==> src/sv/csem_pkg.sv <==
// ----------------------------------------------------------------------------
// csem_pkg
// Shared types, codes and constants of the cartridge save RAM / EEPROM mapper.
// ----------------------------------------------------------------------------
package csem_pkg;

    // save RAM depth in words
    localparam int RAM_WORDS_DEF = 32768;

    // bus operation codes
    localparam logic [1:0] OP_READ  = 2'd0;
    localparam logic [1:0] OP_WRITE = 2'd1;
    localparam logic [1:0] OP_IO    = 2'd2;

    // save RAM kinds
    localparam logic [1:0] RK_NONE  = 2'd0;
    localparam logic [1:0] RK_WORD  = 2'd1;
    localparam logic [1:0] RK_UPPER = 2'd2;
    localparam logic [1:0] RK_LOWER = 2'd3;

    // configuration register indexes
    localparam int CFG_IDX_W = 3;
    localparam logic [CFG_IDX_W-1:0] CFG_RAM_KIND       = 3'd0;
    localparam logic [CFG_IDX_W-1:0] CFG_EEPROM_PRESENT = 3'd1;
    localparam logic [CFG_IDX_W-1:0] CFG_ROM_WORDS      = 3'd2;
    localparam logic [CFG_IDX_W-1:0] CFG_READ_SDA_BIT   = 3'd3;
    localparam logic [CFG_IDX_W-1:0] CFG_WRITE_SDA_BIT  = 3'd4;
    localparam logic [CFG_IDX_W-1:0] CFG_WRITE_SCL_BIT  = 3'd5;
    localparam int CFG_DATA_W = 22;

    // address map and fixed values
    localparam logic [23:0] IO_RAM_CTRL_ADDR = 24'hA130F0;
    localparam logic [15:0] ROM_OOB_WORD     = 16'hFFFF;
    localparam logic [21:0] ROM_WORDS_RST    = 22'h200000;
    localparam logic [21:0] SMALL_ROM_WORDS  = 22'h100000;
    localparam logic [3:0]  SCL_BIT_RST      = 4'd1;

    // stream widths
    localparam int IN_TDATA_W  = 64;
    localparam int IN_TUSER_W  = 2;
    localparam int OUT_TDATA_W = 24;

    // front to back queue
    localparam int QUEUE_DEPTH = 2;

    typedef struct packed {
        logic [1:0]  ram_kind;
        logic        eeprom_present;
        logic [21:0] rom_words;
        logic [3:0]  read_sda_bit;
        logic [3:0]  write_sda_bit;
        logic [3:0]  write_scl_bit;
    } csem_cfg_t;

    // one classified bus access
    typedef struct packed {
        logic [1:0]  op;
        logic        upper;
        logic        lower;
        logic        in_window;
        logic        hi_area;
        logic        rom_oob;
        logic        io_ram_sel;
        logic [15:0] write_data;
        logic [15:0] read_merge;
        logic [15:0] rom_word;
        logic        scl_hit;
        logic        scl_val;
        logic        sda_hit;
        logic        sda_val;
    } csem_item_t;

    function automatic int csem_slot_w(input int words);
        return (words > 1) ? $clog2(words) : 1;
    endfunction

endpackage

==> src/sv/csem_front.sv <==
// ----------------------------------------------------------------------------
// csem_front
// Accepts bus accesses, classifies them and works out the save RAM slot.
// ----------------------------------------------------------------------------
module csem_front
    import csem_pkg::*;
#(
    parameter int RAM_WORDS = RAM_WORDS_DEF
) (
    input  logic                                clk,
    input  logic                                rst_n,
    input  csem_cfg_t                           cfg,
    input  logic                                clearing,
    input  logic                                s_tvalid,
    output logic                                s_tready,
    input  logic [IN_TUSER_W-1:0]               s_tuser,
    input  logic [IN_TDATA_W-1:0]               s_tdata,
    output logic                                q_valid,
    output csem_item_t                          q_item,
    output logic [csem_slot_w(RAM_WORDS)-1:0]   q_slot,
    input  logic                                q_ready
);

    localparam int SLOT_W = csem_slot_w(RAM_WORDS);
    // exact reciprocal for a 21-bit word index
    localparam int SHIFT = 21 + $clog2(RAM_WORDS);
    localparam longint unsigned RECIP = ((64'd1 << SHIFT) + RAM_WORDS - 1) / RAM_WORDS;
    localparam logic [22:0] RECIP_C = RECIP[22:0];
    localparam logic [20:0] WORDS_C = 21'(RAM_WORDS);

    logic        v1_reg, v1_next;
    csem_item_t  item1_reg, item1_next;
    logic [20:0] x1_reg;
    logic [43:0] prod1_reg;

    logic        up, lo, sda_in, take, rd_hit, scl_hit, sda_hit;
    logic [1:0]  op;
    logic [23:0] addr;
    logic [15:0] data, rom;
    logic [20:0] x, quot, rem;

    assign op     = s_tuser[1:0];
    assign up     = s_tdata[0];
    assign lo     = s_tdata[1];
    assign addr   = s_tdata[25:2];
    assign data   = s_tdata[41:26];
    assign sda_in = s_tdata[42];
    assign rom    = s_tdata[58:43];
    assign x      = addr[21:1];

    assign rd_hit  = (up && cfg.read_sda_bit[3]) || (lo && !cfg.read_sda_bit[3]);
    assign scl_hit = (up && cfg.write_scl_bit[3]) || (lo && !cfg.write_scl_bit[3]);
    assign sda_hit = (up && cfg.write_sda_bit[3]) || (lo && !cfg.write_sda_bit[3]);

    assign s_tready = !clearing && (!v1_reg || q_ready);
    assign take     = s_tvalid && s_tready;

    always_comb
    begin
        item1_next            = item1_reg;
        v1_next               = v1_reg;
        if (q_ready)
        begin
            v1_next = 1'b0;
        end
        if (take)
        begin
            v1_next               = 1'b1;
            item1_next.op         = op;
            item1_next.upper      = up;
            item1_next.lower      = lo;
            item1_next.in_window  = addr[21] && !addr[20];
            item1_next.hi_area    = addr[21];
            item1_next.rom_oob    = ({1'b0, x} >= cfg.rom_words);
            item1_next.io_ram_sel = (op == OP_IO) && lo && (addr == IO_RAM_CTRL_ADDR);
            item1_next.write_data = data;
            item1_next.read_merge = rd_hit
                ? ((data & ~(16'd1 << cfg.read_sda_bit)) | (16'(sda_in) << cfg.read_sda_bit))
                : data;
            item1_next.rom_word   = rom;
            item1_next.scl_hit    = scl_hit;
            item1_next.scl_val    = data[cfg.write_scl_bit];
            item1_next.sda_hit    = sda_hit;
            item1_next.sda_val    = data[cfg.write_sda_bit];
        end
    end

    always_ff @(posedge clk or negedge rst_n)
    begin
        if (!rst_n)
        begin
            v1_reg <= 1'b0;
        end
        else
        begin
            v1_reg <= v1_next;
        end
    end

    always_ff @(posedge clk)
    begin
        item1_reg <= item1_next;
        if (take)
        begin
            x1_reg    <= x;
            prod1_reg <= 44'(x) * 44'(RECIP_C);
        end
    end

    // remainder from the registered quotient estimate
    assign quot = 21'(prod1_reg >> SHIFT);
    assign rem  = x1_reg - 21'(42'(quot) * 42'(WORDS_C));

    assign q_valid = v1_reg;
    assign q_item  = item1_reg;
    assign q_slot  = rem[SLOT_W-1:0];

endmodule

==> config.mk <==
export PLATFORM = sky130hd
export DESIGN_NAME = csem_front
export DESIGN_NICKNAME = d
export VERILOG_FILES = /design/src/sv/csem_pkg.sv /design/src/sv/csem_front.sv
export SDC_FILE = /design/constraint.sdc
export NUM_CORES = 1
export LEC_CHECK = 0
export BUFFER_PORTS_ARGS = -buffer_cell sky130_fd_sc_hd__buf_2
export CAP_MARGIN = 0
export CORE_ASPECT_RATIO = 1.25
export CORE_MARGIN = 1.5
export CORE_UTILIZATION = 45
export DETAILED_ROUTE_END_ITERATION = 16
export GPL_TIMING_DRIVEN = 0
export PLACE_DENSITY = 0.81
export REMOVE_ABC_BUFFERS = 1
export SLEW_MARGIN = 10
export SYNTH_ARGS = -nofsm -noshare
export SYNTH_HDL_FRONTEND = slang
export SYNTH_SLANG_ARGS = --single-unit
==> constraint.sdc <==
create_clock -name clk -period 3 [get_ports clk]
set_input_delay 0.15 -clock clk [delete_from_list [all_inputs] [get_ports clk]]
set_output_delay 0.15 -clock clk [all_outputs]
set_load 0.1 [all_outputs]
==> After elaboration in Yosys (flattened, before gate mapping) <==
Cells that the tools add are included.
{ "totals": {"register_bits": 76, "input_bits": 108, "output_inout_bits": 77, "wordCells": 56} }
{ "op_classes": {"add_sub_neg": 1, "magnitude_cmp": 3, "eq_ne": 2, "shifts": 2, "mux": 7, "bitwise": 3, "reduce_logical": 22} }
{ "ops": {"columns": ["cell", "n"], "rows": [
  ["equality test 24 bit (second input constant)", 1],
  ["greater-or-equal comparator 21 x 22 -> 1 bit", 1],
  ["AND 16 bit", 1],
  ["two-way mux 16 bit", 1],
  ["NOT 16 bit", 1],
  ["OR 16 bit", 1],
  ["left shift 1 x 4 -> 16 bit", 1],
  ["left shift 1 x 4 -> 16 bit (first input constant)", 1],
  ["subtractor 15 x 1 -> 15 bit (second input constant)", 1],
  ["logical AND 1 bit", 11],
  ["less-than comparator 4 x 5 -> 1 bit (second input constant)", 2],
  ["binary-select mux 1 bit (select 4 bit)", 2],
  ["zero test 1 bit", 6],
  ["logical OR 1 bit", 4],
  ["two-way mux 1 bit", 4],
  ["equality test 2 bit (second input constant)", 1],
  ["nonzero test 2 bit", 1]
]} }

==> Longest topological paths before layout <==
Gate-level depths: netlist of run 1.
{ "logic_depth": {"word_depth": 5, "depth_mapped": 7, "mapped_depth_nobuf": 7} }

==> Least setup slack after synthesis of run 1 <==
OpenSTA, ideal clock, no wires.
{ "synth_path": {"path_kind": "register -> register", "start": "register v1_reg, in the netlist q_valid", "end": "register item1_reg, in the netlist q_item[0] (enable)", "setup_ns": 0.441, "arrival_ns": 4.333, "t_required_ns": 2.559, "setup_slack_ns": -1.774, "path_stages_with_launch": 3, "path_buffers": 0, "synth_period_minus_slack_ns": 4.774, "path_cell_list": "dfrtp_1 > a21oi_1 > and2_1"} }
{ "synth_between": {"elab_chain_cells": 4} }
{ "synth_rtl": {"columns": ["item", "line", "text"], "rows": [
  ["from (decl)", "csem_front.sv:31", "logic v1_reg, v1_next;"],
  ["from (signal assigned)", "csem_front.sv:96", "v1_reg <= v1_next;"],
  ["zero test 1 bit", "csem_front.sv:55", "assign s_tready = !clearing && (!v1_reg || q_ready);"],
  ["logical OR 1 bit", "csem_front.sv:55", null],
  ["logical AND 1 bit", "csem_front.sv:55", null],
  ["named net s_tready", "csem_front.sv:15", "output logic s_tready,"],
  ["logical AND 1 bit", "csem_front.sv:56", "assign take = s_tvalid && s_tready;"],
  ["named net take", "csem_front.sv:36", "logic up, lo, sda_in, take, rd_hit, scl_hit, sda_hit;"],
  ["to (signal assigned)", "csem_front.sv:102", "item1_reg <= item1_next;"],
  ["to (decl)", "csem_front.sv:32", "csem_item_t item1_reg, item1_next;"]
]} }
The timed path passes the listed nets, and every way through them passes these cells.
A chain may end at the register's enable or synchronous reset.

==> Worst setup path in the final report of run 1 <==
{ "layout_path": {"start": "register v1_reg, in the netlist q_valid", "end": "register item1_reg, in the netlist q_item[17] (enable)"} }
{ "layout_between": {"elab_chain_cells": 4} }
{ "layout_rtl": {"columns": ["item", "line"], "rows": [
  ["zero test 1 bit", "csem_front.sv:55"],
  ["logical OR 1 bit", "csem_front.sv:55"],
  ["logical AND 1 bit", "csem_front.sv:55"],
  ["logical AND 1 bit", "csem_front.sv:56"],
  ["named net take", "csem_front.sv:36"]
]} }
The timed path passes the listed nets, and every way through them passes these cells.

==> results of run 1 <==
## cells in the final DEF (no fill, tap or decap), types with 2 or more instances in the layout
| master | instances |
|---|---|
| nor4b_1 | 4 |
| ha_1 | 21 |
| a21o_1 | 2 |
| nand2b_1 | 5 |
| nand3b_1 | 2 |
| nand4_1 | 2 |
| inv_1 | 22 |
| nor3b_1 | 2 |
| bufinv_16 | 3 |
| mux4_1 | 8 |
| dlygate4sd3_1 | 24 |
| clkbuf_8 | 9 |
| nand3_1 | 2 |
| nor2_1 | 13 |
| mux4_2 | 2 |
| o21ai_0 | 3 |
| edfxtp_1 | 75 |
| mux2_2 | 18 |
| nand2_1 | 12 |
| nor3_1 | 3 |
| buf_2 | 176 |
| a21oi_1 | 13 |
## path summary, 6_finish.rpt
path,cells after the start,end
worst max-delay path,3,q_item[17]
worst min-delay path,1,x1_reg[5]
worst max register to register,3,q_item[17]
worst min register to register,1,q_valid
max in group asynchronous,2,q_valid
min in group asynchronous,2,q_valid
## per-layer routing
metal / share of wire / wire (um)
met1: 0.34 / 2980
met2: 0.55 / 4760
met3: 0.076 / 662
met4: 0.034 / 293
met5: 0 / 0
## final cells by class
cell class / count / area [um^2]
fill: 520 / 2430
clock buffer: 9 / 124
tap: 92 / 115
clock inverter: 6 / 113
multi-input combinational: 120 / 1110
inverter: 22 / 82.6
sequential: 76 / 2280
timing repair buffer: 201 / 1150
## repair_timing
action,in CTS,in global routing
endpoints found under the setup margin,0,0
endpoints found under the hold margin,24,0
resized for setup,0,0
hold buffers,24,0
## worst max-delay path: stages, from the launching register on
cell	delay (ns)
dfrtp_1	0.40
a21oi_1	0.18
and2_4	0.40
buf_16	0.30
## cells by family (layout without fill, tap and decap cells)
| kind of cell | count (synthesis) | count (layout) | synth area share |
|---|---|---|---|
| flip-flops | 76 | 76 | 0.657 |
| adder cells (fa/ha/maj) | 21 | 21 | 0.0758 |
| AO/OA/AOI/OAI | 21 | 21 | 0.0346 |
| multiplexers | 28 | 28 | 0.132 |
| AND/OR/NAND/NOR | 50 | 50 | 0.0761 |
| buffers and inverters | 23 | 238 | 0.0249 |
## where the power goes
group | switching, uW | internal, uW | leakage, uW | total [uW]
combinational | 481 | 169 | 0.00136 | 650
clock | 368 | 551 | 0.000120 | 919
sequential | 11.2 | 1230 | 0.000711 | 1240
total | 860 | 1950 | 0.00220 | 2810
## through the flow
step | total power [uW] | utilization | hold WS [ns] | area, um^2
CTS | 2830 | 0.671 | 0.000794 | 4970
detailed placement | 1890 | 0.607 | -0.0688 | 4490
global placement | 1870 | 0.603 | -0.0748 | 4460
finish | 2810 | 0.671 | 0.0218 | 4970
global route | 2910 | 0.671 | 0.00178 | 4970
floorplan | 1720 | - | -0.146 | 3460
==> results.ini, run 1 <==
[run_status]
status=complete, no violations

[logic_synthesis]
synthTopCellsByCount=75 x edfxtp_1, 22 x inv_1, 21 x ha_1
synth_top_area_cell=edfxtp_1
async_flop_share=0.0132
yosysWarnings=0
synth_top_area_frac=0.649
synth_edf_count=75
synth_area_um2=3470
yosys-top-cells-area=edfxtp_1 65%, ha_1 7.6%, mux4_1 6.1%, mux2_2 5.8%, inv_1 2.4%
synth.most_common_cell=edfxtp_1
syn_inst=219
synth.distinct_cells=28
ys_seq_area_frac=0.657
synth_ff_type=edfxtp_1
syn_area_per_cell_um2=15.8
ys_ff_latch=76

[grt]
grt_pass1_wl_um=13100
use_met3=0.0450
antenna_found_initial=0
top_usage_layer=met2
first_global_vias=2814
use_met1=0.224
met2_usage=0.401
grt_overflow=0
track_usage=0.218
grt_max_degree=54

[sta]
fin_setup_tns_ns=0
skew_ns=0.00933
setup_violations=0
finalCritPeriodShare=0.542
finalHoldViolCount=0
tightestPinTransition_ns=0.564
slew_viol_final=0
finalCriticalPeriod_ns=1.63
rsz0062_at_grt=false
fmax_mhz=615
timing.final.ws_setup_ns=1.37
maxSlewHeadroom=0.623

[clocking]
numCtsBuffers=9
tritoncts=built
post_cts_buffers=0
cts.sinks=76
htree_levels=3
clock_tree.buffer_depth=2
cts_root_buf=clkbuf_8
clkTransAtPathRegs_ns=0.08
insertion_delay_ns=0.34

[power]
ir_worst_vdd_mv=0.309
power_leakage_uw=0.00220
powerDensity_nw_per_um2=565

[drt]
wl_um=8700
routedWlPerCell_um=16.5
first_pass_iters=4
drc=0
ant_nets=0
vias=2689
drtIter0Drc=95
vias_per_cell=5.11

[place]
portBuffers=176
place_ws_ns=1.37
hpwlAfterDp_um=6600
gp_congestion=0.829
placed_cells=487

[floorplan]
start_util=0.469
ios=185
fp.dieW_um=81.5
core_um2=7400
rows=35
die_h_um=101
die_area_um2=8250

[layout]
diodes=0
num-nets-final=559
drive_above_1_share=0.491
area_delta_synth_final_pct=43.2
final_cells=526
largest_reg_flops=60

[worst_hold_path]
hold_class=input port to flip-flop
min_from=s_tdata[8]

[setup_path]
worstSetupEndpointType=flip-flop
criticalPathCategory=flip-flop to flip-flop
rrSetupSlack_ns=1.37
reg2reg_from=q_valid
worstSetupStartpoint=q_valid
worstPathRequired_ns=3.02
worstPathArrival_ns=1.64
start_kind=flip-flop
path_max_fanout=53

[flow_run]
max_cap_viol_count=0

Note: power is estimated with default switching activity, not from simulation.
==> run 2: changes to the inputs <==
- ABC_AREA: default -> 1
- CORE_UTILIZATION: 45 -> 46
- clock period: 3 -> 1.6 ns (I/O delays scaled with it)
==> results.ini, run 2 <==
[place]
gp_congestion=0.901  ; +8.7%
hpwlAfterDp_um=7550  ; +14%
portBuffers=176  ; unchanged
placed_area_um2=4750  ; +5.7%

[floorplan]
core_um2=7840  ; +5.9%
start_util=0.477  ; +0.00821
die_h_um=104  ; +2.6%
ios=185  ; unchanged
die_area_um2=8680  ; +5.2%
rows=36  ; +2.9%
fp.dieW_um=83.6  ; +2.6%

[drt]
first_pass_iters=5  ; +1
routedWlPerCell_um=15.3  ; -7.3%
drc=0  ; unchanged
drtIter0Drc=201  ; +110%
ant_nets=0  ; unchanged
vias_per_cell=5.09  ; -0.44%
vias=3522  ; +31%
wl_um=10600  ; +22%

[worst_hold_path]
hold_class=input port to async pin

[logic_synthesis]
yosys-top-cells-area=edfxtp_1 60%, ha_1 7.0%, nand2_1 6.8%, inv_1 6.0%, o21ai_0 3.1%
synth_top_area_cell=edfxtp_1
synth_area_um2=3740  ; +7.8%
synth.distinct_cells=28  ; unchanged
synth_edf_count=75  ; unchanged
synth_ff_type=edfxtp_1
ys_ff_latch=76  ; unchanged
synthTopCellsByCount=75 x edfxtp_1, 68 x nand2_1, 60 x inv_1
ys_seq_area_frac=0.609  ; -0.0473
syn_area_per_cell_um2=10.6  ; -33%
yosysWarnings=0  ; unchanged
syn_inst=353  ; +61%
synth.most_common_cell=edfxtp_1
async_flop_share=0.0132  ; unchanged
synth_top_area_frac=0.603  ; -0.0467

[power]
power_leakage_uw=0.00256  ; +17%
powerDensity_nw_per_um2=951  ; +68%
ir_worst_vdd_mv=0.612  ; +98%

[sta]
finalCritPeriodShare=0.951
fmax_mhz=657
rsz0062_at_grt=false
skew_ns=0.00710  ; -0.00222 ns
slew_viol_final=0  ; unchanged
finalHoldViolCount=0  ; unchanged
finalCriticalPeriod_ns=1.52
tightestPinTransition_ns=0.774  ; +0.210 ns
maxSlewHeadroom=0.484  ; -0.139
holdWs_ns=0.0474  ; +0.0256 ns
setup_violations=0  ; unchanged

[layout]
final_cell_area_um2=5520  ; +11%
final_cell_mix=176 x buf_2, 75 x edfxtp_1, 68 x nand2_1
diodes=0  ; unchanged
num-nets-final=721  ; +29%
final_common_cell=buf_2
area_delta_synth_final_pct=47.7
largest_reg_flops=60  ; unchanged
n_fill_cell=560  ; +7.7%
drive_above_1_share=0.347  ; -0.144

[setup_path]
start_kind=flip-flop
worstPathArrival_ns=1.44  ; -0.20 ns
timing.rr.end=x1_reg[13]
reg2reg_from=q_valid
path_max_fanout=2  ; -96%
worstSetupEndpointType=primary output
worstSetupStartpoint=q_valid
crit_end=s_tready
rrSetupSlack_ns=0.12  ; -1.25 ns
worstPathRequired_ns=1.52  ; -1.50 ns
reg2reg_depth=5  ; +2
criticalPathCategory=flip-flop to primary output

[grt]
antenna_found_initial=0  ; unchanged
grt_max_degree=31  ; -43%
first_global_vias=3709  ; +32%
grt_pass1_wl_um=17200  ; +32%
track_usage=0.251  ; +0.0335
grt_overflow=0  ; unchanged

[clocking]
cts_root_buf=clkbuf_8
clkTransAtPathRegs_ns=0.08  ; about the same
htree_levels=3  ; unchanged
cts.sinks=76  ; unchanged
clock_tree.buffer_depth=2  ; unchanged
insertion_delay_ns=0.35  ; about the same
tritoncts=built
numCtsBuffers=9  ; unchanged

[flow_run]
max_cap_viol_count=0  ; unchanged

[run_status]
status=complete, no violations

run 2: critical path, stage by stage (launching register included):
cell and delay [ns]:
dfrtp_1 0.39, inv_1 0.09, nor2_1 0.09, nor2_1 0.10
buf_2 0.43
run 2: kinds of logic after synthesis:
family | Yosys count | share of synthesized area
flip-flops | 76 | 0.609
buffers and inverters | 68 | 0.0743
AO/OA/AOI/OAI | 50 | 0.0767
AND/OR/NAND/NOR | 138 | 0.169
adder cells (fa/ha/maj) | 21 | 0.0703
run 2: per-layer routing:
| metal | GRT usage | wire length, um | part of all wire | up-vias |
|---|---|---|---|---|
| met5 | 0 | 0 | 0 | - |
| met4 | 0.141 | 413 | 0.039 | 0 |
| met3 | 0.0685 | 916 | 0.086 | 37 |
| met2 | 0.459 | 5610 | 0.53 | 225 |
| met1 | 0.255 | 3660 | 0.35 | 1586 |
| li1 | - | - | - | 1674 |
run 2: per-stage QoR:
step,cells,setup slack (ns),total power [uW],utilization,TNS [ns]
5_1_grt,692,0.00302,5440,0.705,0
3_3_place_gp,617,-6.28,3540,0.598,-470.66
3_5_place_dp,623,-0.655,3560,0.606,-23.37
2_1_floorplan,346,-5.05,3240,-,-379.40
4_1_cts,693,0.0196,5280,0.705,0
6_report,692,0.0785,5250,0.705,0
run 2: area by class of cell:
class | count | area [um^2] | share of cell area
tap | 95 | 119 | 0.0215
clock buffer | 10 | 128 | 0.0231
sequential | 76 | 2280 | 0.412
multi-input combinational | 209 | 1190 | 0.216
timing repair buffer | 235 | 1490 | 0.269
clock inverter | 6 | 88.8 | 0.0161
inverter | 61 | 229 | 0.0415
run 2: report_power, final:
| group | total (uW) | switching [uW] | internal (uW) |
|---|---|---|---|
| Combinational | 1330 | 977 | 352 |
| Sequential | 2310 | 21.1 | 2290 |
| Clock | 1610 | 728 | 878 |
| Total | 5250 | 1730 | 3520 |
run 2: worst min path at each step:
| stage | from | endpoint | slack [ns] | cells after the start |
|---|---|---|---|---|
| 4_1_cts | rst_n | q_valid | 0.002 | 2 |
| 3_3_place_gp | rst_n | q_valid | -0.14 | 1 |
| 6_report | rst_n | q_valid | 0.05 | 2 |
| 5_1_grt | rst_n | q_valid | 0.04 | 2 |
| 3_5_place_dp | rst_n | q_valid | -0.14 | 1 |
| 2_1_floorplan | rst_n | q_valid | -0.22 | 0 |
run 2: repair_timing:
| action | CTS | global route |
|---|---|---|
| gates resized for setup | 6 | 0 |
| hold buffers | 55 | 0 |
| endpoints found under the setup margin | 66 | 23 |
| endpoints found under the hold margin | 54 | 0 |
| buffers inserted | 2 | 0 |
| pin swaps | 1 | 1 |
