<file path="src/sv/csem_pkg.sv">
// ----------------------------------------------------------------------------
// csem_pkg
// Shared types, codes and constants of the cartridge save RAM / EEPROM mapper.
// ----------------------------------------------------------------------------
package csem_pkg;

    // save RAM depth in words
    localparam int RAM_WORDS_DEF = 32768;

    // bus operation codes
    localparam logic [1:0] OP_READ  = 2'd0;
    localparam logic [1:0] OP_WRITE = 2'd1;
    localparam logic [1:0] OP_IO    = 2'd2;

    // save RAM kinds
    localparam logic [1:0] RK_NONE  = 2'd0;
    localparam logic [1:0] RK_WORD  = 2'd1;
    localparam logic [1:0] RK_UPPER = 2'd2;
    localparam logic [1:0] RK_LOWER = 2'd3;

    // configuration register indexes
    localparam int CFG_IDX_W = 3;
    localparam logic [CFG_IDX_W-1:0] CFG_RAM_KIND       = 3'd0;
    localparam logic [CFG_IDX_W-1:0] CFG_EEPROM_PRESENT = 3'd1;
    localparam logic [CFG_IDX_W-1:0] CFG_ROM_WORDS      = 3'd2;
    localparam logic [CFG_IDX_W-1:0] CFG_READ_SDA_BIT   = 3'd3;
    localparam logic [CFG_IDX_W-1:0] CFG_WRITE_SDA_BIT  = 3'd4;
    localparam logic [CFG_IDX_W-1:0] CFG_WRITE_SCL_BIT  = 3'd5;
    localparam int CFG_DATA_W = 22;

    // address map and fixed values
    localparam logic [23:0] IO_RAM_CTRL_ADDR = 24'hA130F0;
    localparam logic [15:0] ROM_OOB_WORD     = 16'hFFFF;
    localparam logic [21:0] ROM_WORDS_RST    = 22'h200000;
    localparam logic [21:0] SMALL_ROM_WORDS  = 22'h100000;
    localparam logic [3:0]  SCL_BIT_RST      = 4'd1;

    // stream widths
    localparam int IN_TDATA_W  = 64;
    localparam int IN_TUSER_W  = 2;
    localparam int OUT_TDATA_W = 24;

    // front to back queue
    localparam int QUEUE_DEPTH = 2;

    typedef struct packed {
        logic [1:0]  ram_kind;
        logic        eeprom_present;
        logic [21:0] rom_words;
        logic [3:0]  read_sda_bit;
        logic [3:0]  write_sda_bit;
        logic [3:0]  write_scl_bit;
    } csem_cfg_t;

    // one classified bus access
    typedef struct packed {
        logic [1:0]  op;
        logic        upper;
        logic        lower;
        logic        in_window;
        logic        hi_area;
        logic        rom_oob;
        logic        io_ram_sel;
        logic [15:0] write_data;
        logic [15:0] read_merge;
        logic [15:0] rom_word;
        logic        scl_hit;
        logic        scl_val;
        logic        sda_hit;
        logic        sda_val;
    } csem_item_t;

    function automatic int csem_slot_w(input int words);
        return (words > 1) ? $clog2(words) : 1;
    endfunction

endpackage

</file>
<file path="src/sv/csem_queue.sv">
// ----------------------------------------------------------------------------
// csem_queue
// Short FIFO of classified accesses between the front and the back.
// ----------------------------------------------------------------------------
module csem_queue
    import csem_pkg::*;
#(
    parameter int SLOT_W = 15
) (
    input  logic              clk,
    input  logic              rst_n,
    input  logic              in_valid,
    output logic              in_ready,
    input  csem_item_t        in_item,
    input  logic [SLOT_W-1:0] in_slot,
    output logic              out_valid,
    input  logic              out_ready,
    output csem_item_t        out_item,
    output logic [SLOT_W-1:0] out_slot
);

    localparam int PTR_W = (QUEUE_DEPTH > 1) ? $clog2(QUEUE_DEPTH) : 1;
    localparam int CNT_W = $clog2(QUEUE_DEPTH + 1);

    csem_item_t        item_mem [QUEUE_DEPTH];
    logic [SLOT_W-1:0] slot_mem [QUEUE_DEPTH];
    logic [PTR_W-1:0]  wr_ptr_reg, wr_ptr_next, rd_ptr_reg, rd_ptr_next;
    logic [CNT_W-1:0]  count_reg, count_next;
    logic              push, pop;

    assign in_ready  = (count_reg != CNT_W'(QUEUE_DEPTH));
    assign out_valid = (count_reg != '0);
    assign push      = in_valid && in_ready;
    assign pop       = out_valid && out_ready;
    assign out_item  = item_mem[rd_ptr_reg];
    assign out_slot  = slot_mem[rd_ptr_reg];

    always_comb
    begin
        wr_ptr_next = push ? PTR_W'(wr_ptr_reg + 1'b1) : wr_ptr_reg;
        rd_ptr_next = pop ? PTR_W'(rd_ptr_reg + 1'b1) : rd_ptr_reg;
        count_next  = count_reg;
        if (push && !pop)
        begin
            count_next = count_reg + 1'b1;
        end
        else if (pop && !push)
        begin
            count_next = count_reg - 1'b1;
        end
    end

    always_ff @(posedge clk or negedge rst_n)
    begin
        if (!rst_n)
        begin
            wr_ptr_reg <= '0;
            rd_ptr_reg <= '0;
            count_reg  <= '0;
        end
        else
        begin
            wr_ptr_reg <= wr_ptr_next;
            rd_ptr_reg <= rd_ptr_next;
            count_reg  <= count_next;
        end
    end

    always_ff @(posedge clk)
    begin
        if (push)
        begin
            item_mem[wr_ptr_reg] <= in_item;
            slot_mem[wr_ptr_reg] <= in_slot;
        end
    end

endmodule

</file>
<file path="config.mk">
export PLATFORM = sky130hd
export DESIGN_NAME = csem_queue
export DESIGN_NICKNAME = d
export VERILOG_FILES = /design/src/sv/csem_pkg.sv /design/src/sv/csem_queue.sv
export SDC_FILE = /design/constraint.sdc
export NUM_CORES = 1
export LEC_CHECK = 0
export ABC_AREA = 1
export BUFFER_PORTS_ARGS = -buffer_cell sky130_fd_sc_hd__buf_2
export CAP_MARGIN = 10
export CELL_PAD_IN_SITES_DETAIL_PLACEMENT = 1
export CELL_PAD_IN_SITES_GLOBAL_PLACEMENT = 2
export CORE_MARGIN = 2
export CORE_UTILIZATION = 37
export CTS_CLUSTER_DIAMETER = 200
export DETAILED_ROUTE_END_ITERATION = 7
export PLACE_DENSITY = 0.84
export SKIP_CTS_REPAIR_TIMING = 1
export SYNTH_ARGS = -nofsm -noshare
export SYNTH_HDL_FRONTEND = slang
export SYNTH_SLANG_ARGS = --single-unit
</file>
<file path="constraint.sdc">
create_clock -name clk -period 8.4 [get_ports clk]
set_input_delay 1.68 -clock clk [delete_from_list [all_inputs] [get_ports clk]]
set_output_delay 1.68 -clock clk [all_outputs]
set_load 0.1 [all_outputs]
</file>
; ---- Yosys cells after proc, flatten, opt, wreduce, memory -nomap -nowiden
; Memories as Yosys holds them, arrays and structs flattened.
; Cells that the tools add are included.
[totals]
register_bits = 4
mem_bits_rw = 150
in_bits = 79
output_inout_bits = 77
memories = 2
[classes]
add_sub_neg = 4
eq_ne = 1
mux = 4
reduce_logical = 8
[memory_table]
columns = memory, words, width, rd, rd_ports_with_merged_regs, wr, line
row1 = item_mem, 2, 60, 1, 0, 1, csem_queue.sv:25  ; csem_item_t item_mem [QUEUE_DEPTH];
row2 = slot_mem, 2, 15, 1, 0, 1, csem_queue.sv:26  ; logic [SLOT_W-1:0] slot_mem [QUEUE_DEPTH];
[op_table]
columns = cell, n
row1 = 1-bit logical AND, 4
row2 = 2-bit two-way mux, 2
row3 = 2-bit nonzero test, 2
row4 = "1-bit adder, second input constant", 2
row5 = "2-bit by 1-bit adder with 2-bit output, second input constant", 1
row6 = 1-bit zero test, 2
row7 = 1-bit two-way mux, 2
row8 = "2-bit != test, second input constant", 1
row9 = "2-bit by 1-bit subtractor with 2-bit output, second input constant", 1

; ---- Longest topological paths before layout
; Gate-level depths: netlist of run 1.
[logic_depth]
word_depth = 6
depth_mapped = 10
ltp_nobuf = 10

; ---- Worst setup path before layout of run 1
; Ideal clock, no wire load.
[synth_timing]
path_type = input to register
from = in in_valid
to = mem item_mem[0][0] in the netlist's numbering (enable)
setup_ps = 509
t_arrival_ps = 4981
required_time_ps = 7891
path_slack_ps = 2910
stages = 2
cell_sequence = nand2_1 nor2_1
[synth_between]
elab_chain_len = 3
[synth_rtl]
columns = element, line
row1 = from (decl), csem_queue.sv:12  ; input logic in_valid,
row2 = 1-bit logical AND, csem_queue.sv:33  ; assign push = in_valid && in_ready;
row3 = 1-bit two-way mux, csem_queue.sv:71  ; if (push)
row4 = 1-bit two-way mux (implied by the code), csem_queue.sv:73  ; item_mem[wr_ptr_reg] <= in_item;
row5 = to (decl), csem_queue.sv:25
; Every way passes these cells.

; ---- Final worst setup path of run 1
[layout_timing]
from = reg rd_ptr_reg
to = out out_slot[14]
[layout_between]
elab_chain_len = 1
[layout_rtl]
columns = element, line
row1 = from (decl), csem_queue.sv:27  ; logic [PTR_W-1:0] wr_ptr_reg, wr_ptr_next, rd_ptr_reg, rd_ptr_next;
row2 = from (signal assigned), csem_queue.sv:64  ; rd_ptr_reg <= rd_ptr_next;
row3 = memory 2 x 15 bit, -
row4 = to (decl), csem_queue.sv:19  ; output logic [SLOT_W-1:0] out_slot
; Every way passes these cells.

==> impl_results.md, run 1 <==
- Mux cell area share after synthesis: 0%
- Iter 0 DRT Violations: 202
- Final Hold Vio Count: 0
- Sum Neg Setup Slack: 0 ps
- Max-slew violation total from the final report: 0
- Drt wl/cell: 15.93 um
- Initial antenna violation count: 1
- Routed WL: 12.46 mm
- Synth Register Bits: 154
- Post-synthesis cell area: 5694 um2
- Critical Path RT: 6720 ps
- GRT overflow: 0
- Tmin final: 4657 ps
- HP Start: count_reg[0]$_DFFE_PN0P_
- Post-Synth Simple-Gate Area: 15.91%
- Largest net degree at the start of global routing: 78
- Die Area: 16400 um2
- Register area: 4606 um2
- Synth Area in Adders: 0.2197%
- Hold Path End: count_reg[0]$_DFFE_PN0P_
- Area Overhead vs Synth: 27.07%
- Critical Path End Type: output port
- Post-Syn Area per Cell: 13.53 um2
- FF-to-FF Start: count_reg[0]$_DFFE_PN0P_
- I/O pins: 156
- DRT Pass-1 Iters: 4
- Peak Freq: 214.7 MHz
- Antenna Violating Nets Remaining: 0
- Worst path top cell family by delay: buffers and inverters
- Flip-flop count of the largest register after layout: 120
- Htree depth: 4
- Synthesized net count: 501
- Utilization after layout: 47.77%
- Hold WC Path Type: flop to flop
- DRC errors left: 0
- Status: finished, final reports clean
- Synth unique cells: 14
- Effective utilization at floorplan: 37.60%
- Clock sink count: 154
- Final worst setup slack: 3743 ps
- Crit path max fanout: 77
- Arr. time, crit path: 2980 ps
- Port Buffers: 155
- Critical Path Slowest Stage Cell: buf_4
- Layout cell share with drive strength beyond 1: 31.70%
- Num CTS Buffers: 17
- Seq/Total Area, Yosys: 80.86%
- Crit-path cells: buf_4, inv_2, buf_4, nand2_1, nand2_1, buf_2
- TritonCTS clock tree: done
- Critical path buffers and inverters: 4
- CTS Root Buffer Type: clkbuf_16
- Critical path depth: 6
- Syn Inst Count: 421
- Row Count: 45
- Multi-input logic area: 950.9 um2
- Tot GR Track Use: 15.85%
- DP HPWL: 7.880 mm
- Kind of critical path: flop to output port
- Commonest non-fill, non-tap cell in the layout: nand2_1
- Vias in the first global route: 3745
- Die Ht: 128.1 um
- Setup Skew: 8.266 ps
- Max-cap violations: 0
- Critical Path Max Stage Delay: 570 ps
- GP Congestion: 0.7460
- Synth Area in Compound Gates: 0%
- Measured slew at the worst slew-check pin: 1046 ps
- Routed vias/inst: 4.595
- Hold path depth: 1
- Die width: 128.1 um
- RSZ-0062 raised after global routing: false
- WHS: 515.1 ps
- Tcrit/Tclk final: 55.44%
- First-pass GRT wire length: 19.26 mm
- Final layout net count: 662
- Via count: 3593
- FF-to-FF setup slack: 5890 ps
- Ys Warns: 0
- Largest family of logic cells by synthesized area: simple AND/OR/NAND/NOR gates
- Xor/xnor share of the synthesized area: 0.3076%
- Slew headroom: 30.27%
- CTS clk-pin slew, worst paths: 60 ps
- RR Endpoint: slot_mem[1][11]$_DFFE_PP_
- Reg2reg path depth: 5
- Core area: 15150 um2
- Final setup violating endpoints: 0
- Max clock buf depth: 2
- Dpl ws: 4150 ps
- Fillers: 1619
- Clock Latency Late Sink: 410 ps
- Startpoint Class: flop
- Most frequent cells in the layout: 235 x nand2_1, 155 x buf_2, 150 x edfxtp_1, 17 x clkbuf_16, 6 x inv_1
## cells by family (layout without fill, tap and decap cells)
kind of cell / count (synthesis) / count (layout)
xor gates and xnor gates: 2 / 2
adders and majority gates: 1 / 1
buffers and inverters: 24 / 196
DFF: 154 / 154
other: 0 / 1
and+or+nand+nor: 240 / 240
## layer usage
| metal | vias to the layer above | share of wire (%) | track usage, % |
|---|---|---|---|
| met3 | 14 | 5.4 | 4.841 |
| met1 | 1739 | 42 | 19.23 |
| met2 | 106 | 50 | 26.45 |
| li1 | 1734 | - | - |
| met4 | 0 | 1.8 | 6.593 |
| met5 | - | 0 | 0 |
## worst register-to-register path, cell delays in order, from the launching register on
cell	delay, ps
dfrtp_1	390
inv_1	90
nand2_1	90
nand2_1	170
nor2_4	660
buf_4	710
## metrics by stage
step | area, um2 | instances
finish | 7236 | 782
global route | 7233 | 781
CTS | 7233 | 781
detailed placement | 6624 | 751
global placement | 6624 | 751
floorplan | 5694 | 421
## worst max-delay path by stage
| stage | from | endpoint | slack (ps) |
|---|---|---|---|
| 6_report | rd_ptr_reg$_DFFE_PN0P_ | out_slot[14] | 3740 |
| 5_1_grt | rd_ptr_reg$_DFFE_PN0P_ | out_slot[14] | 3520 |
| 4_1_cts | rd_ptr_reg$_DFFE_PN0P_ | out_slot[14] | 3700 |
| 3_5_place_dp | rd_ptr_reg$_DFFE_PN0P_ | out_slot[14] | 4150 |
| 3_3_place_gp | rd_ptr_reg$_DFFE_PN0P_ | out_slot[14] | 4200 |
| 2_1_floorplan | in_valid | item_mem[0][0]$_DFFE_PP_ | 2910 |
## area by class of cell
type | instances | area share [%]
clock buffer | 18 | 5.931
sequential | 154 | 63.65
clock inverter | 12 | 2.490
antenna | 1 | 0.03458
tap | 188 | 3.251
multi-input combinational | 243 | 13.14
timing repair buffer | 159 | 11.14
inverter | 7 | 0.3631
## synth_stat cells
library cell / instances / area [um2]
dfrtp_1: 4 / 100.1
xor2_1: 1 / 8.760
nor2_1: 2 / 7.510
buf_2: 9 / 45.04
ha_1: 1 / 12.51
inv_1: 6 / 22.52
xnor2_1: 1 / 8.760
inv_2: 1 / 3.750
buf_6: 6 / 67.56
buf_4: 2 / 15.01
nand4_1: 1 / 6.260
nand3_1: 2 / 10.01
nand2_1: 235 / 882.1
edfxtp_1: 150 / 4504
Power of run 1 is not shown: default switching activity piles up to over one toggle a cycle in this logic, so the estimate is an artifact.
==> run 2, diff against run 1 <==
--- a/config.mk
+++ b/config.mk
@@ -11,10 +11,10 @@
 export CELL_PAD_IN_SITES_DETAIL_PLACEMENT = 1
 export CELL_PAD_IN_SITES_GLOBAL_PLACEMENT = 2
 export CORE_MARGIN = 2
-export CORE_UTILIZATION = 37
+export CORE_UTILIZATION = 34
 export CTS_CLUSTER_DIAMETER = 200
 export DETAILED_ROUTE_END_ITERATION = 7
-export PLACE_DENSITY = 0.84
+export PLACE_DENSITY = 0.78
 export SKIP_CTS_REPAIR_TIMING = 1
 export SYNTH_ARGS = -nofsm -noshare
 export SYNTH_HDL_FRONTEND = slang
==> constraint.sdc (replaced) <==
create_clock -name clk -period 4.3 [get_ports clk]
set_input_delay 0.86 -clock clk [delete_from_list [all_inputs] [get_ports clk]]
set_output_delay 0.86 -clock clk [all_outputs]
set_load 0.1 [all_outputs]
==> run 2 against run 1 <==
Against the previous run:
- first-iteration DRC count shrank 24%
- highest routed layer is now met5
- largest cell class unchanged
- core utilization down 3.5 points
- non-clock buffer count rose by 1
- die area rose by 8.5%
==> impl_results.md, run 2 (synthesis results as in run 1) <==
- Status: finished, final reports clean
- Crit path max fanout: 76
- Htree depth: 4
- Effective utilization at floorplan: 34.58%
- Row Count: 47
- Clock sink count: 154
- Ant diodes: 0
- Slew headroom: 41.28%
- Flip-flop count of the largest register after layout: 120
- Final Hold Vio Count: 0
- Dpl ws: 1655 ps
- Critical path buffers and inverters: 2
- Num CTS Buffers: 17
- CTS clk-pin slew, worst paths: 60 ps
- Commonest non-fill, non-tap cell in the layout: nand2_1
- Routed vias/inst: 4.475
- Tmin final: 3031 ps
- TritonCTS clock tree: done
- Hold WC Path Type: primary input to async pin
- Largest net degree at the start of global routing: 77
- DRT Pass-1 Iters: 4
- Crit-path cells: buf_4, nand2_1, nand2_1, buf_2
- FF-to-FF setup slack: 2090 ps
- Port Buffers: 155
- Critical Path End Type: output port
- Final layout net count: 663
- GRT overflow: 0
- Max-cap violations: 0
- Measured slew at the worst slew-check pin: 878.7 ps
- Peak Freq: 329.9 MHz
- First-pass GRT wire length: 20.30 mm
- Critical path depth: 4
- Layout cell share with drive strength beyond 1: 31.54%
- RR Endpoint: item_mem[0][46]$_DFFE_PP_
- Vias in the first global route: 3958
- FF-to-FF Start: count_reg[0]$_DFFE_PN0P_
- Die width: 133.4 um
- Iter 0 DRT Violations: 153
- Drt wl/cell: 15.73 um
- Most frequent cells in the layout: 235 x nand2_1, 155 x buf_2, 150 x edfxtp_1, 17 x clkbuf_16
- Fillers: 1781
- Startpoint Class: flop
- Core area: 16470 um2
- Critical Path Max Stage Delay: 670 ps
- DRC errors left: 0
- Critical Path RT: 3440 ps
- RSZ-0062 raised after global routing: false
- Via count: 3652
- CTS Root Buffer Type: clkbuf_16
- Worst path top cell family by delay: buffers and inverters
- Die Ht: 133.4 um
- Final setup violating endpoints: 0
- Initial antenna violation count: 1
- Routed WL: 12.83 mm
- Arr. time, crit path: 2170 ps
- Most used cell, CP: nand2_1
- Antenna Violating Nets Remaining: 0
- Reg2reg path depth: 5
- Kind of critical path: flop to output port
- Critical path origin: rd_ptr_reg$_DFFE_PN0P_
- Clock Latency Late Sink: 420 ps
- Max-slew violation total from the final report: 0
- GP Congestion: 0.7061
- Final worst setup slack: 1269 ps
- Setup Skew: 7.531 ps
- I/O pins: 156
- Crit path capture: out_item[24]
- Area Overhead vs Synth: 28.04%
- Critical Path Slowest Stage Cell: buf_4
- Tot GR Track Use: 15.05%
- Die Area: 17800 um2
- DP HPWL: 8.337 mm
- Max clock buf depth: 2
- Tcrit/Tclk final: 70.50%
-- run 2: final cells by class --
cell class | instances | area (um2) | area share [%]
flip-flops and latches | 154 | 4606 | 63.17
clock buffers | 23 | 447.9 | 6.144
repair buffers | 160 | 838.3 | 11.50
clock inverters | 9 | 146.4 | 2.008
inverters | 7 | 26.28 | 0.3604
multi-input cells | 243 | 950.9 | 13.04
well taps | 220 | 275.3 | 3.776
-- run 2: worst min-delay path by stage --
stage | startpoint | end | depth (start not counted)
6_report | rst_n | count_reg[0]$_DFFE_PN0P_ | 1
5_1_grt | rst_n | count_reg[0]$_DFFE_PN0P_ | 1
4_1_cts | rst_n | count_reg[0]$_DFFE_PN0P_ | 1
3_5_place_dp | count_reg[1]$_DFFE_PN0P_ | count_reg[1]$_DFFE_PN0P_ | 2
3_3_place_gp | count_reg[1]$_DFFE_PN0P_ | count_reg[1]$_DFFE_PN0P_ | 2
2_1_floorplan | count_reg[1]$_DFFE_PN0P_ | count_reg[1]$_DFFE_PN0P_ | 2
-- run 2: layer usage --
layer	track usage (%)	routed length, um
met1	17.19	5248
met2	26.43	6675
met3	4.186	645
met5	0	7
met4	6.619	257
-- run 2: worst reg2reg max path: cells and delay by family, from the launching register on --
family                 cells  cell delay (ps)
buffers and inverters      2              470
DFF                        1              390
and+or+nand+nor            3              990
-- run 2: stage by stage --
| stage | hold slack [ps] | area [um2] | TNS, ps | instances | utilization [%] |
|---|---|---|---|---|---|
| after global placement | 480.2 | 6696 | 0 | 784 | 40.67 |
| after global routing | 231.4 | 7291 | 0 | 816 | 44.28 |
| after detailed placement | 495.9 | 6696 | 0 | 784 | 40.67 |
| after floorplan | 462.5 | 5694 | -112180 | 421 | - |
| after CTS | 228.4 | 7291 | 0 | 816 | 44.28 |
| final | 247.0 | 7291 | 0 | 816 | 44.28 |
Power of run 2 is left out for the same reason.
==> run 3, diff against run 2 <==
--- a/config.mk
+++ b/config.mk
@@ -11,10 +11,10 @@
 export CELL_PAD_IN_SITES_DETAIL_PLACEMENT = 1
 export CELL_PAD_IN_SITES_GLOBAL_PLACEMENT = 2
 export CORE_MARGIN = 2
-export CORE_UTILIZATION = 34
+export CORE_UTILIZATION = 31
 export CTS_CLUSTER_DIAMETER = 200
 export DETAILED_ROUTE_END_ITERATION = 7
-export PLACE_DENSITY = 0.78
+export PLACE_DENSITY = 0.75
 export SKIP_CTS_REPAIR_TIMING = 1
 export SYNTH_ARGS = -nofsm -noshare
 export SYNTH_HDL_FRONTEND = slang
==> constraint.sdc (replaced) <==
create_clock -name clk -period 2.5 [get_ports clk]
set_input_delay 0.5 -clock clk [delete_from_list [all_inputs] [get_ports clk]]
set_output_delay 0.5 -clock clk [all_outputs]
set_load 0.1 [all_outputs]
==> run 3 against run 2 <==
Against the previous run:
- critical path depth is the same
- cell area grew 17%
- register-to-register slack lost 1400 ps
- worst setup slack lost 1100 ps
- wire length grew 3.4%
- clock skew grew 1.8 ps
- core utilization grew 3.1 points
==> impl_results.md, run 3 (synthesis results as in run 1) <==
- Status: finished, final reports clean
- Tot GR Track Use: 14.01%
- Port Buffers: 155
- Measured slew at the worst slew-check pin: 605.9 ps
- Flip-flop count of the largest register after layout: 120
- FF-to-FF setup slack: 690 ps
- Largest net degree at the start of global routing: 77
- Critical Path End Type: output port
- Most frequent cells in the layout: 234 x nand2_1, 150 x edfxtp_1, 80 x buf_2, 77 x buf_12, 17 x clkbuf_16
- Area Overhead vs Synth: 49.35%
- Clock Latency Late Sink: 420 ps
- Critical Path RT: 2000 ps
- Area after DPL: 7865 um2
- Utilization after layout: 47.34%
- Tmin final: 2303 ps
- Die Ht: 139.5 um
- Vias in the first global route: 3977
- DP HPWL: 8.687 mm
- Drt wl/cell: 16.02 um
- Post-placement cell count: 795
- Effective utilization at floorplan: 31.70%
- Via count: 3671
- Final layout net count: 666
- Max-cap violations: 0
- Crit-path cells: buf_6, nand2_1, nand2_1, buf_12
- Htree depth: 4
- CTS Root Buffer Type: clkbuf_16
- Crit path max fanout: 76
- DRC errors left: 0
- CTS clk-pin slew, worst paths: 70 ps
- GRT overflow: 0
- Final setup violating endpoints: 0
- Clock sink count: 154
- Core area: 17960 um2
- Peak Freq: 434.2 MHz
- Final Hold Vio Count: 0
- Row Count: 49
- Kind of critical path: flop to output port
- WHS: 265.3 ps
- First-pass GRT wire length: 20.98 mm
- I/O pins: 156
- Antenna Violating Nets Remaining: 0
- Critical Path Slowest Stage Cell: buf_6
- Post-route cell area: 8504 um2
- Layout cell share with drive strength beyond 1: 32.72%
- Fillers: 1829
- Routed vias/inst: 4.434
- Setup Skew: 9.377 ps
- Iter 0 DRT Violations: 161
- Num CTS Buffers: 17
- Arr. time, crit path: 1800 ps
- Die Area: 19470 um2
- Fin cells: 828
- Commonest non-fill, non-tap cell in the layout: nand2_1
- TritonCTS clock tree: done
- Max clock buf depth: 2
- Most used cell, CP: nand2_1
- Hold WC Path Type: primary input to flop
- DRT Pass-1 Iters: 4
- RSZ-0062 raised after global routing: false
- GP Congestion: 0.7104
- Critical Path Max Stage Delay: 490 ps
- Initial antenna violation count: 1
- Startpoint Class: flop
- Max-slew violation total from the final report: 0
- Routed WL: 13.26 mm
- Ant diodes: 0
- Slew headroom: 59.61%
- Tcrit/Tclk final: 92.13%
- Die width: 139.5 um
run 3: layout make-up:
cell class | instances | area, um2 | area share, %
clock inverters | 15 | 198.9 | 2.339
repair buffers | 163 | 1993 | 23.44
multi-input cells | 243 | 967.2 | 11.37
clock buffers | 17 | 425.4 | 5.002
inverters | 7 | 27.53 | 0.3237
flip-flops and latches | 154 | 4606 | 54.16
well taps | 229 | 286.5 | 3.369
run 3: metal layers:
layer,GRT usage [%],up-vias,wire [um]
met2,24.20,107,6851
met1,16.37,1797,5492
met5,0,-,0
met3,4.129,18,706
li1,-,1749,-
met4,5.789,0,212
run 3: final timing paths:
kind / startpoint / cells past startpoint / end
min in group asynchronous: rst_n / 2 / count_reg[1]$_DFFE_PN0P_
worst max register to register: count_reg[0]$_DFFE_PN0P_ / 5 / item_mem[0][40]$_DFFE_PP_
worst max-delay path: rd_ptr_reg$_DFFE_PN0P_ / 4 / out_item[37]
worst min-delay path: in_item[28] / 1 / item_mem[0][28]$_DFFE_PP_
worst min register to register: count_reg[0]$_DFFE_PN0P_ / 1 / count_reg[0]$_DFFE_PN0P_
max in group asynchronous: rst_n / 2 / rd_ptr_reg$_DFFE_PN0P_
run 3: critical path: cells and delay by family, from the launching register on:
kind	cells	cell delay (ps)
buf+inv	2	680
simple gates	2	300
flops	1	370
run 3: through the flow:
stage / TNS (ps) / worst slack [ps]
after floorplan: 0 / 58.54
final: 0 / 196.7
after global routing: 0 / 8.718
after global placement: 0 / 478.6
after CTS: -293.1 / -59.62
after detailed placement: 0 / 428.6
Power of run 3 is left out for the same reason.
